### config.mk
export PLATFORM = sky130hd
export DESIGN_NAME = dq_cmd_fifo
export DESIGN_NICKNAME = d
export VERILOG_FILES = /design/src/sv/dq_pkg.sv /design/src/sv/dq_cmd_fifo.sv
export SDC_FILE = /design/constraint.sdc
export NUM_CORES = 1
export LEC_CHECK = 0
export BUFFER_PORTS_ARGS = -buffer_cell sky130_fd_sc_hd__clkbuf_2
export CAP_MARGIN = 20
export CELL_PAD_IN_SITES_DETAIL_PLACEMENT = 0
export CELL_PAD_IN_SITES_GLOBAL_PLACEMENT = 1
export CORE_ASPECT_RATIO = 1.25
export CORE_MARGIN = 4
export CORE_UTILIZATION = 43
export CTS_CLUSTER_DIAMETER = 200
export DETAILED_ROUTE_END_ITERATION = 12
export PLACE_DENSITY_LB_ADDON = 0.2
export SLEW_MARGIN = 25
export SYNTH_ARGS = -nofsm -noshare
export SYNTH_HDL_FRONTEND = slang
export SYNTH_SLANG_ARGS = --single-unit
### constraint.sdc
create_clock -name clock -period 3.09 [get_ports clock]
set_clock_uncertainty 0.1 [all_clocks]
set_input_delay 0.4635 -clock clock [delete_from_list [all_inputs] [get_ports clock]]
set_output_delay 0.4635 -clock clock [all_outputs]
set_load 0.01 [all_outputs]
### src/sv/dq_pkg.sv
// ----------------------------------------------------------------------------
// dq_pkg
// types and constants of the double-ended queue
// ----------------------------------------------------------------------------
package dq_pkg;

   localparam int WORD_W      = 32;
   localparam int OPCODE_W    = 3;
   localparam int STATUS_W    = 2;
   localparam int CMDQ_DEPTH  = 2;
   localparam int CMDQ_PTR_W  = $clog2(CMDQ_DEPTH);
   localparam int CMDQ_CNT_W  = $clog2(CMDQ_DEPTH + 1);

   typedef enum logic [OPCODE_W-1:0] {
      OP_PUSH_BACK  = 3'd0,
      OP_PUSH_FRONT = 3'd1,
      OP_POP_FRONT  = 3'd2,
      OP_POP_BACK   = 3'd3,
      OP_SIZE       = 3'd4,
      OP_EMPTY      = 3'd5,
      OP_FRONT      = 3'd6,
      OP_BACK       = 3'd7
   } opcode_type;

   typedef enum logic [STATUS_W-1:0] {
      STATUS_OK    = 2'd0,
      STATUS_EMPTY = 2'd1,
      STATUS_FULL  = 2'd2
   } status_type;

   // classified command handed from front to back
   typedef struct packed {
      logic              is_push;
      logic              is_read;
      logic              takes;
      logic              at_back;
      logic              is_empty_query;
      logic [WORD_W-1:0] value;
   } cmd_type;

   localparam logic [WORD_W-1:0] WORD_ALL_ONES = {WORD_W{1'b1}};

endpackage

### src/sv/dq_cmd_fifo.sv
// ----------------------------------------------------------------------------
// dq_cmd_fifo
// short command queue between front and back
// ----------------------------------------------------------------------------
module dq_cmd_fifo
   import dq_pkg::*;
(
   input  logic    clock,
   input  logic    reset,
   input  logic    push,
   input  cmd_type push_cmd,
   output logic    full,
   output logic    pop_valid,
   input  logic    pop,
   output cmd_type pop_cmd
);

   cmd_type                 entry_ff [CMDQ_DEPTH];
   logic [CMDQ_PTR_W-1:0]   wr_ptr_ff, wr_ptr_in;
   logic [CMDQ_PTR_W-1:0]   rd_ptr_ff, rd_ptr_in;
   logic [CMDQ_CNT_W-1:0]   count_ff, count_in;
   logic                    do_pop;

   assign full      = (count_ff == CMDQ_CNT_W'(CMDQ_DEPTH));
   assign pop_valid = (count_ff != '0);
   assign pop_cmd   = entry_ff[rd_ptr_ff];
   assign do_pop    = pop && pop_valid;

   always_comb begin
      wr_ptr_in = wr_ptr_ff;
      rd_ptr_in = rd_ptr_ff;
      count_in  = count_ff;
      if (push) begin
         wr_ptr_in = (wr_ptr_ff == CMDQ_PTR_W'(CMDQ_DEPTH - 1)) ? '0 : wr_ptr_ff + 1'b1;
      end
      if (do_pop) begin
         rd_ptr_in = (rd_ptr_ff == CMDQ_PTR_W'(CMDQ_DEPTH - 1)) ? '0 : rd_ptr_ff + 1'b1;
      end
      if (push && !do_pop) begin
         count_in = count_ff + 1'b1;
      end else if (!push && do_pop) begin
         count_in = count_ff - 1'b1;
      end
   end

   always_ff @(posedge clock) begin
      if (reset) begin
         wr_ptr_ff <= '0;
         rd_ptr_ff <= '0;
         count_ff  <= '0;
      end else begin
         wr_ptr_ff <= wr_ptr_in;
         rd_ptr_ff <= rd_ptr_in;
         count_ff  <= count_in;
      end
   end

   always_ff @(posedge clock) begin
      if (push) begin
         entry_ff[wr_ptr_ff] <= push_cmd;
      end
   end

endmodule

---- After elaboration in Yosys (flattened, before gate mapping) ----
Memories as Yosys holds them, arrays and structs flattened. A register that Yosys moved wholly into a read port is not among the register bits.
Index checks and enable logic that the tools add are counted.
storage, ports and cells
  bits in registers ....................... 4
  memory bits (writable) .................. 74
  bits of input ports ..................... 41
  output and inout bits ................... 39
  word-level logic and storage cells ...... 24
  memories ................................ 1
memories
  name      words  bits a word  rd ports  clocked after memory_dff  wr ports  line               text
  entry_ff  2      37           1         1                         1         dq_cmd_fifo.sv:18  cmd_type entry_ff [CMDQ_DEPTH];
cells by class
  $add $sub $neg .......................... 4
  eq/ne operators ......................... 1
  muxes and demuxes ....................... 8
  reduce and logical (&&, ||, !) cells .... 7
operators by type and width
  cell                   number
  $mux W1                6
  $mux W2                2
  $reduce_bool A2 Y1     2
  $logic_and A1 B1 Y1    3
  $add A1 B1 Y1 const B  2
  $add A2 B1 Y2 const B  1
  $eq A2 B2 Y1 const B   1
  $logic_not A1 Y1       2
  $sub A2 B1 Y2 const B  1

---- Longest topological paths before layout ----
Gate-level depths: netlist of the first run.
  depth in word-level cells ............... 5
  gate-level depth with buffers ........... 5
  mapped depth without buffers ............ 5

---- Worst setup path after synthesis of the first run ----
No wires, ideal clock.
  path kind ............................... input to register
  start point ............................. input push
  end point ............................... memory entry_ff[0][0] in the netlist's numbering (enable)
  setup time .............................. 436 ps
  data arrival time ....................... 2125 ps
  data required time ...................... 2554 ps
  setup slack ............................. 430 ps
  stages .................................. 1
  path buffers ............................ 0
  path through ............................ nor2b_1
between the ends
  longest elaborated chain between the ends .. 2
ends and longest elaborated chain
  element                        line               text
  start: declaration             dq_cmd_fifo.sv:10  input logic push,
  $mux W1                        dq_cmd_fifo.sv:59  if (push) begin
  $mux W1 (not written as such)  dq_cmd_fifo.sv:60  entry_ff[wr_ptr_ff] <= push_cmd;
  end: declaration               dq_cmd_fifo.sv:18
Every way passes these cells.

==> results.md, run 1 <==
- Number of buffers created by CTS: 9
- Clk Tree Root Cell: clkbuf_8
- Worst path arrival time: around 1.8 ns
- CP peak stage delay: 0.90 ns
- Clock share of power: 0.241
- Vias/cell: 4.78
- Global placer's final weighted congestion: 0.614
- Fmax achieved: 0.422 GHz
- DIE AREA: 8100 um^2
- Synth Register Bits: 79
- Initial drt markers: 75
- First-pass GRT wire length: a little over 8000 um
- Final hold viol count: 0
- I/O Pins: 80
- Setup bufs post-CTS: 0
- Max Cap Viol: 0
- Wire per inst: between 15 and 20 um
- Fin. max-slew vios: 0
- Port buffer count: 79
- Leakage: roughly 0.0013 uW
- Run status: finished, final reports clean
- Initial Util: 0.440
- Die Ht: about 100 um
- Setup Viol. Count Final: 0
- DP Area: 3380 um^2
- Internal power: around 1900 uW
- DRT Pass-1 Iters: 4
- Pin count of the biggest net entering global routing: 38
- CP cell instances: mux2_2, clkbuf_2
- CP startpoint kind: flip-flop
- Most common cell in the netlist: edfxtp_1
- Count of nets after finishing: 267
- Chip Width: 81.3 um
- Dominant cell type by area after synthesis: edfxtp_1
- Post-route cell area: 3530 um^2
- Antenna-violating nets left: 0
- Max transition margin: 0.401
- Fin crit share: 0.767
- Slowest cell on crit path: dfxtp_2
- Combinational Power Share: 0.222
- RSZ-0062 raised after global routing: false
- Area of the multi-input gates: 537 um^2
- Post-Synthesis Cells: 137
- FP Rows: 33
- Post-route insts no fill: 316
- Post-synthesis net count: between 150 and 200
- Post-cts resize count: 0
- Dpl hpwl: 3530 um
- CTS Hold Bufs: 0
- Antenna violations before repair: 0
- Synth warn: 0
- Net Switching: 695 uW
- Async S/R FF share, synth: 0
- Crit path max-delay family: flip-flops
- Reg clk slew, reported paths: 0.08 ns
- Flop pwr share: 0.537
- Final setup TNS: 0 ns
- Ant diodes: 0
- CP Capture Type: output port
- DR vias: between 1500 and 2000
- Wirelength, routed: 5100 um
- Most frequent cells after synthesis: edfxtp_1 (74), mux2_2 (37), dfxtp_1 (5)
- TritonCTS clock tree: built
- GRT overflow: 0
- Worst-path fanout max: 37
- Global-route usage over all layers: 0.138
- Register area: 2320 um^2
- Sw Share: 0.272
- Hold Crit Class: in -> reg
- Clock Latency Late Sink: 0.33 ns
- Synth Area per Inst: 21.1 um^2
- Synth-to-layout area growth: 22.3%
- Top post-synthesis cells by area: edfxtp_1 (77%), mux2_2 (14%), dfxtp_1 (3.5%)
- Synth Cell Area: 2890 um^2
- WP data required: 2.53 ns
- Primary FF master, synth: edfxtp_1
- Fillers: 549
- Placed instance count: roughly 300
- Clk buf depth: 2
- CTS H-tree lvls: 3
- Register area share after synthesis: 0.804
- Worst hold slack: approximately 0.21 ns
- Post-layout min period: 2.37 ns
- Share of the synthesized area in the top cell type: 0.769
- Sink Count: 79
- Setup CP Type: reg -> out
- CP bufs+invs: 1
- Fraction of final layout cells sized beyond drive strength 1: 0.594
- # DRC: 0
- Worst slew pin tran: ~0.9 ns
- Vias in the first global route: approximately 1700
- Max VDD drop: around 0.37 mV
- Power Density: 722 nW/um^2
- EDFF count, synth: 74
- Unique masters post-synth: 16
- Core ar.: between 6000 and 7000 um^2
kinds of logic after synthesis:
logic type | count (synthesis) | synth area share
flops | 79 | 0.804
simple gates | 9 | 0.0169
fa+ha+maj | 1 | 0.00433
xor+xnor | 4 | 0.0121
buf+inv | 4 | 0.0134
mux | 37 | 0.144
compound gates | 3 | 0.00520
metal layers:
layer / global-route usage / up-vias / routed length [um]
met2: 0.249 / 40 / 2900
li1: - / 709 / -
met3: 0.0408 / 9 / 265
met1: 0.139 / 751 / 1820
met4: 0.0702 / 0 / 112
met5: 0 / - / 0
worst paths after layout:
check	startpoint	end	slack [ns]	cells past startpoint
hold reg to reg	rd_ptr_ff	rd_ptr_ff	0.42	2
setup reg to reg	wr_ptr_ff	entry_ff[1][17]	1.41	1
hold / removal	push_cmd[13]	entry_ff[0][13]	0.21	1
setup / recovery	flip-flop	pop_cmd[27]	0.72	2
final cells by class:
| type | instances | area share |
|---|---|---|
| Clock buffer | 10 | 0.0361 |
| Clock inverter | 5 | 0.00744 |
| Multi-Input combinational cell | 54 | 0.152 |
| Sequential cell | 79 | 0.658 |
| Tap cell | 87 | 0.0308 |
| Timing Repair Buffer | 81 | 0.116 |
flip-flops by register name, summed over array words and instances (netlist names), named ones only:
| register | cells |
|---|---|
| wr_ptr_ff | 1 |
| count_ff | 2 |
| rd_ptr_ff | 1 |
| entry_ff | 74 |
power by group through the flow:
stage	logic, uW	registers, uW	clock network [uW]
5_1_grt	615	1390	690
3_5_place_dp	577	1400	0
2_1_floorplan	452	1310	0
3_3_place_gp	562	1390	0
4_1_cts	580	1380	638
6_report	567	1370	616
layout by cell type, fill, tap and decap left out:
master | netlist | final
or3_1 | 1 | 1
clkinv_1 | 0 | 1
clkbuf_1 | 0 | 1
buf_4 | 0 | 2
dfxtp_2 | 0 | 1
clkinvlp_4 | 0 | 1
o21ai_0 | 2 | 2
mux2_2 | 37 | 37
xnor2_1 | 1 | 1
and2_2 | 0 | 1
clkbuf_2 | 0 | 79
clkbuf_8 | 0 | 9
edfxtp_1 | 74 | 74
ha_1 | 1 | 1
nor2_1 | 4 | 4
and2b_2 | 1 | 1
xor2_1 | 3 | 3
nor2b_4 | 0 | 1
dfxtp_1 | 5 | 4
or2_2 | 1 | 1
clkinv_2 | 0 | 3
a21oi_1 | 1 | 1
per-stage QoR:
| stage | setup WS [ns] | total power (uW) | util |
|---|---|---|---|
| floorplan | 0.430 | 1760 | - |
| global placement | 1.06 | 1950 | 0.515 |
| detailed placement | 1.03 | 1980 | 0.515 |
| CTS | 0.648 | 2590 | 0.538 |
| global route | 0.593 | 2690 | 0.538 |
| finish | 0.719 | 2550 | 0.538 |
Power figures use the tool's default switching activity.
==> run 2: changes to the inputs <==
--- a/config.mk
+++ b/config.mk
@@ -5,13 +5,14 @@
 export SDC_FILE = /design/constraint.sdc
 export NUM_CORES = 1
 export LEC_CHECK = 0
+export ABC_AREA = 1
 export BUFFER_PORTS_ARGS = -buffer_cell sky130_fd_sc_hd__clkbuf_2
 export CAP_MARGIN = 20
 export CELL_PAD_IN_SITES_DETAIL_PLACEMENT = 0
 export CELL_PAD_IN_SITES_GLOBAL_PLACEMENT = 1
 export CORE_ASPECT_RATIO = 1.25
 export CORE_MARGIN = 4
-export CORE_UTILIZATION = 43
+export CORE_UTILIZATION = 39
 export CTS_CLUSTER_DIAMETER = 200
 export DETAILED_ROUTE_END_ITERATION = 12
 export PLACE_DENSITY_LB_ADDON = 0.2
==> constraint.sdc (replaced) <==
create_clock -name clock -period 1.9 [get_ports clock]
set_clock_uncertainty 0.1 [all_clocks]
set_input_delay 0.285 -clock clock [delete_from_list [all_inputs] [get_ports clock]]
set_output_delay 0.285 -clock clock [all_outputs]
set_load 0.01 [all_outputs]
==> results.md, run 2 <==
- Run status: finished, final reports clean (unchanged)
- Setup Viol. Count Final: 0 (unchanged)
- CP startpoint kind: flip-flop (unchanged)
- Clk buf depth: 2 (unchanged)
- Synth Cell Area: 3050 um^2 (was 2890 um^2)
- Dominant cell type by area after synthesis: edfxtp_1 (unchanged)
- EDFF count, synth: 74 (unchanged)
- Worst-path fanout max: 31 (was 37)
- First-pass GRT wire length: 7370 um (was 8050 um)
- Setup bufs post-CTS: 0 (unchanged)
- Global-route usage over all layers: 0.109 (was 0.138)
- Top post-synthesis cells by area: edfxtp_1 (73%), mux2_4 (15%), dfxtp_1 (3.3%) (was edfxtp_1 (77%), mux2_2 (14%), dfxtp_1 (3.5%))
- Max Cap Viol: 0 (unchanged)
- Wire per inst: 14.4 um (was 16.1 um)
- Dpl hpwl: 3650 um (was 3530 um)
- Core ar.: 7490 um^2 (was 6570 um^2)
- DR vias: 1554 (was 1509)
- Initial Util: 0.408 (was 0.440)
- Count of nets after finishing: 286 (was 267)
- Synth Area per Inst: 20.4 um^2 (was 21.1 um^2)
- Most common cell after layout, fill and taps aside: clkbuf_2 (unchanged)
- Most common cell in the netlist: edfxtp_1 (unchanged)
- Max VDD drop: 0.505 mV (was 0.373 mV)
- Antenna-violating nets left: 0 (unchanged)
- Pin count of the biggest net entering global routing: 32 (was 38)
- FP Rows: 35 (was 33)
- GRT overflow: 0 (unchanged)
- Final worst setup slack: 0.0836 ns (was 0.719 ns)
- Max transition margin: 0.749 (was 0.401)
- Post-cts resize count: 0 (unchanged)
- Initial drt markers: 72 (was 75)
- Most frequent cells after synthesis: edfxtp_1 (74), mux2_4 (30), inv_1 (8), nand2_1 (8), mux2_2 (7) (was edfxtp_1 (74), mux2_2 (37), dfxtp_1 (5))
- Post-synthesis net count: 192 (was 179)
- DIE AREA: 9320 um^2 (was 8100 um^2)
- Max reg flops: 74 (unchanged)
- Number of buffers created by CTS: 9 (unchanged)
- Final hold viol count: 0 (unchanged)
- Port buffer count: 79 (unchanged)
- R2r setup slk: 0.47 ns (was 1.41 ns)
- Fraction of final layout cells sized beyond drive strength 1: 0.562 (was 0.594)
- Synth warn: 0 (unchanged)
- Power Density: 1010 nW/um^2 (was 722 nW/um^2)
- CP Capture Type: output port (unchanged)
- Worst r2r src: wr_ptr_ff (unchanged)
- Biggest register: entry_ff (unchanged)
- Top Registers: entry_ff x74, count_ff x2 (unchanged)
- Vias/cell: 4.56 (was 4.78)
- Primary FF master, synth: edfxtp_1 (unchanged)
- Sink Count: 79 (unchanged)
- Synth Register Bits: 79 (unchanged)
- CTS Hold Bufs: 0 (unchanged)
- Fmax achieved: 0.551 GHz
- # DRC: 0 (unchanged)
- WP data required: 1.51 ns (was 2.53 ns)
- Die Ht: 107 um (was 99.6 um)
- RSZ-0062 raised after global routing: false (unchanged)
- Antenna violations before repair: 0 (unchanged)
- TritonCTS clock tree: built (unchanged)
- Worst path arrival time: 1.43 ns (was 1.81 ns)
- I/O Pins: 80 (unchanged)
- Clk Tree Root Cell: clkbuf_8 (unchanged)
- CTS H-tree lvls: 3 (unchanged)
- Share of the synthesized area in the top cell type: 0.728 (was 0.769)
- Synth-to-layout area growth: 23.2% (was 22.3%)
- Global placer's final weighted congestion: 0.690 (was 0.614)
- Fin. max-slew vios: 0 (unchanged)
- Hold Crit Class: in -> reg (unchanged)
- Ant diodes: 0 (unchanged)
- Worst slack at placement: 0.428 ns (was 1.03 ns)
- Async S/R FF share, synth: 0 (unchanged)
- Fin crit share: 0.956
- Clock Latency Late Sink: 0.33 ns (about the same)
- Register area share after synthesis: 0.760 (was 0.804)
- Chip Width: 87.2 um (was 81.3 um)
- Post-Synthesis Cells: 150 (was 137)
- Commonest non-fill, non-tap cells in the layout: clkbuf_2 (79), edfxtp_1 (74), mux2_4 (30), clkbuf_8 (9) (was clkbuf_2 (79), edfxtp_1 (74), mux2_2 (37), clkbuf_8 (9))
- Worst slew pin tran: 0.376 ns (was 0.898 ns)
- Min-delay src: reset (was push_cmd[13])
- Vias in the first global route: 1604 (was 1726)
- Unique masters post-synth: 15 (was 16)
- Final setup TNS: 0 ns (unchanged)
- Wirelength, routed: 4900 um (was 5100 um)
- Leakage: 0.00153 uW (was 0.00135 uW)
- Post-layout min period: between 1.5 and 2 ns
- Reg clk slew, reported paths: 0.07 ns (was 0.08 ns)
- Setup CP Type: reg -> out (unchanged)
- DRT Pass-1 Iters: 4 (unchanged)
## run 2: cell count changes in the layout (fill, tap and decap cells not counted), sizes merged, moves of 2 or more
cell,previous run,this run
inv,0,8
nand2,0,8
buf,2,8
xor2,3,0
clkinv,4,2
clkinvlp,1,3
nand3,0,2
nor2,4,6
## run 2: worst paths after layout
path | to | cells after the start
max | pop_cmd[36] | 3
min | wr_ptr_ff | 2
max reg2reg | entry_ff[1][3] | 3
min reg2reg | rd_ptr_ff | 2
## run 2: area by class of cell
| cell class | instances | area, um^2 |
|---|---|---|
| flip-flops and latches | 79 | 2320 |
| well taps | 92 | 115 |
| inverters | 8 | 30.0 |
| multi-input cells | 59 | 638 |
| fillers | 648 | 3720 |
| clock inverters | 6 | 61.3 |
| repair buffers | 87 | 468 |
| clock buffers | 10 | 128 |
## run 2: per-stage QoR
step	cells	cell area (um^2)	total power (uW)	hold WS, ns	util
after floorplan	150	3060	2500	0.264	-
after global placement	325	3570	2690	0.374	0.477
after detailed placement	325	3570	2700	0.374	0.477
after CTS	341	3760	3860	0.00924	0.503
after global routing	341	3760	3980	0.0107	0.503
final	341	3760	3790	0.0268	0.503
## run 2: report_power, final
| group | switching (uW) | total (uW) | internal, uW |
|---|---|---|---|
| Sequential | 29.3 | 2040 | 2010 |
| Clock | 550 | 1150 | 599 |
| Combinational | 291 | 600 | 309 |
| Total | 871 | 3790 | 2920 |
## run 2: cell families after synthesis
kind of cell               after synthesis  synth area share
AOI/OAI and AO/OA                        3           0.00491
adders and majority gates                1           0.00410
buffers and inverters                   12            0.0332
DFF                                     79             0.760
muxes                                   37             0.173
and+or+nand+nor                         18            0.0242
## run 2: layer usage
metal / part of all wire / wire [um] / track usage
met1: 0.37 / 1820 / 0.112
met2: 0.54 / 2630 / 0.191
met3: 0.070 / 341 / 0.0346
met4: 0.022 / 110 / 0.0625
met5: 0 / 0 / 0
## run 2: worst max-delay path, stage by stage (launching register included)
cell      delay, ns
dfxtp_2        0.35
buf_12         0.24
mux2_2         0.36
clkbuf_2       0.13
==> run 3: changes to the inputs <==
--- a/config.mk
+++ b/config.mk
@@ -5,7 +5,7 @@
 export SDC_FILE = /design/constraint.sdc
 export NUM_CORES = 1
 export LEC_CHECK = 0
-export ABC_AREA = 1
+export ABC_AREA = 0
 export BUFFER_PORTS_ARGS = -buffer_cell sky130_fd_sc_hd__clkbuf_2
 export CAP_MARGIN = 20
 export CELL_PAD_IN_SITES_DETAIL_PLACEMENT = 0
==> results.md, run 3 (synthesis results as in run 1) <==
- Placed instance count: 307 (was 325)
- Max transition margin: 0.768 (was 0.749)
- Setup bufs post-CTS: 0 (unchanged)
- Top Registers: entry_ff x74, count_ff x2 (unchanged)
- Busiest grt layer: met2 (unchanged)
- Vias/cell: 4.72 (was 4.56)
- CP peak stage delay: 0.36 ns (about the same)
- Fin crit share: 0.935 (was 0.956)
- Ant diodes: 0 (unchanged)
- Post-route insts no fill: 323 (was 341)
- Setup CP Type: reg -> out (unchanged)
- Global placer's final weighted congestion: 0.723 (was 0.690)
- # DRC: 0 (unchanged)
- Logic depth of the worst register-to-register path: 4 (was 3)
- Max Cap Viol: 0 (unchanged)
- FP Rows: 34 (was 35)
- Combinational Power Share: 0.243 (was 0.158)
- CP cell instances: buf_12, mux2_2, clkbuf_2 (unchanged)
- Internal power: 3350 uW (was 2920 uW)
- CP bufs+invs: 2 (unchanged)
- Run status: finished, final reports clean (unchanged)
- DIE AREA: 8860 um^2 (was 9320 um^2)
- Chip Width: 85.0 um (was 87.2 um)
- Clk buf depth: 2 (unchanged)
- Final hold viol count: 0 (unchanged)
- R2r setup slk: 0.25 ns (was 0.47 ns)
- Final setup TNS: 0 ns (unchanged)
- Initial drt markers: 40 (was 72)
- Initial Util: 0.407 (was 0.408)
- Power Density: 1240 nW/um^2 (was 1010 nW/um^2)
- Worst r2r src: count_ff[0] (was wr_ptr_ff)
- Pin count of the biggest net entering global routing: 29 (was 32)
- TritonCTS clock tree: built (unchanged)
- Die Ht: 104 um (was 107 um)
- WP data required: 1.51 ns (about the same)
- Fraction of final layout cells sized beyond drive strength 1: 0.601 (was 0.562)
- Net Switching: 1160 uW (was 871 uW)
- CP startpoint kind: flip-flop (unchanged)
- Post-layout min period: 1.78 ns (was 1.82 ns)
- Post-cts resize count: 0 (unchanged)
- Number of buffers created by CTS: 9 (unchanged)
- Clk Tree Root Cell: clkbuf_8 (unchanged)
- Slowest cell on crit path: dfxtp_2 (was mux2_2)
- Cell depth of the worst setup path: 3 (unchanged)
- Critical R2R Capture: count_ff[1] (was entry_ff[1][3])
- First-pass GRT wire length: 8290 um (was 7370 um)
- Wire per inst: 16.0 um (was 14.4 um)
- Antenna-violating nets left: 0 (unchanged)
- Biggest register: entry_ff (unchanged)
- Max reg flops: 74 (unchanged)
- CTS H-tree lvls: 3 (unchanged)
- Fin. max-slew vios: 0 (unchanged)
- Synth-to-layout area growth: 26.1% (was 23.2%)
- Core ar.: 7100 um^2 (was 7490 um^2)
- Crit path max-delay family: flip-flops (was buffers and inverters)
- Count of nets after finishing: 270 (was 286)
- Met3 usage: 0.0491 (was 0.0346)
- Worst-path fanout max: 28 (was 31)
- Most common cell after layout, fill and taps aside: clkbuf_2 (unchanged)
- Commonest non-fill, non-tap cells in the layout: clkbuf_2 (79), edfxtp_1 (74), mux2_2 (37), clkbuf_8 (9) (was clkbuf_2 (79), edfxtp_1 (74), mux2_4 (30), clkbuf_8 (9))
- CP Capture Type: output port (unchanged)
- Worst path arrival time: 1.39 ns (was 1.43 ns)
- Port buffer count: 79 (unchanged)
- Fillers: 610 (was 648)
- Clock share of power: 0.287 (was 0.303)
- Antenna violations before repair: 0 (unchanged)
- Dpl hpwl: 3730 um (was 3650 um)
- I/O Pins: 80 (unchanged)
- Sw Share: 0.258 (was 0.230)
- End of the critical path: pop_cmd[9] (was pop_cmd[36])
- DRT Pass-1 Iters: 3 (was 4)
- Sink Count: 79 (unchanged)
- Leakage: 0.00139 uW (was 0.00153 uW)
- CTS Hold Bufs: 0 (unchanged)
- Flop pwr share: 0.469 (was 0.539)
- RSZ-0062 raised after global routing: false (unchanged)
- Clock Latency Late Sink: 0.33 ns (about the same)
- Fmax achieved: 0.563 GHz (was 0.551 GHz)
- Setup Viol. Count Final: 0 (unchanged)
- Hold Crit Class: in -> reg (unchanged)
- Worst slew pin tran: 0.349 ns (was 0.376 ns)
- Met1 Use GR: 0.125 (was 0.112)
- Met2 GRT Util: 0.222 (was 0.191)
- Wirelength, routed: 5150 um (was 4900 um)
- Reg clk slew, reported paths: 0.08 ns (was 0.07 ns)
- GRT overflow: 0 (unchanged)
- Max VDD drop: 0.679 mV (was 0.505 mV)
- Global-route usage over all layers: 0.124 (was 0.109)
- Vias in the first global route: 1720 (was 1604)
- DR vias: 1523 (was 1554)
[run 3: changes by cell type in the layout (fill, tap and decap cells not counted), sizes merged, moves of 2 or more]
cell,change
buf,-3
nand3,-2
nor2,-2
nand2,-8
clkinvlp,-2
xor2,+3
inv,-8
[run 3: per-stage QoR]
step           area, um^2  utilization  power (uW)  setup WS, ns  hold WS, ns
6_report             3640        0.513        4510         0.123       0.0364
5_1_grt              3640        0.513        4740        0.0501      0.00455
4_1_cts              3640        0.513        4590        0.0846       0.0123
3_5_place_dp         3430        0.483        3280         0.267        0.378
3_3_place_gp         3430        0.483        3230         0.363        0.375
2_1_floorplan        2890            -        2870        0.0813        0.254
[run 3: power groups by stage]
| stage | registers (uW) | clock network [uW] | logic [uW] |
|---|---|---|---|
| floorplan | 2130 | 0 | 735 |
| global placement | 2140 | 0 | 1090 |
| detailed placement | 2160 | 0 | 1120 |
| finish | 2120 | 1300 | 1100 |
| CTS | 2120 | 1340 | 1130 |
| global route | 2130 | 1420 | 1190 |
[run 3: worst min path at each step]
stage                       from         endpoint  slack, ns  cells after the start
global route        push_cmd[20]  entry_ff[0][20]      0.005                      1
finish               push_cmd[1]   entry_ff[1][1]       0.04                      1
detailed placement   push_cmd[1]   entry_ff[1][1]       0.38                      1
floorplan                  reset      count_ff[1]       0.25                      1
global placement    push_cmd[15]  entry_ff[1][15]       0.37                      1
CTS                  push_cmd[8]   entry_ff[1][8]       0.01                      1
[run 3: area by class of cell]
cell class                 instances  area (um^2)  share of cell area
tap                               90          113              0.0309
clock inverter                     6         85.1              0.0234
sequential                        79         2320               0.638
timing repair buffer              84          458               0.126
clock buffer                      10          128              0.0350
multi-input combinational         54          537               0.147
[run 3: worst register-to-register path: stages, from the launching register on]
cell and delay, ns:
dfxtp_1 0.36, o21ai_0 0.28, ha_1 0.33, or3_1 0.37, a21oi_1 0.14
[run 3: metal layers]
| metal | vias up | share of wire |
|---|---|---|
| li1 | 713 | - |
| met1 | 751 | 0.35 |
| met2 | 51 | 0.56 |
| met3 | 8 | 0.067 |
| met4 | 0 | 0.016 |
| met5 | - | 0 |
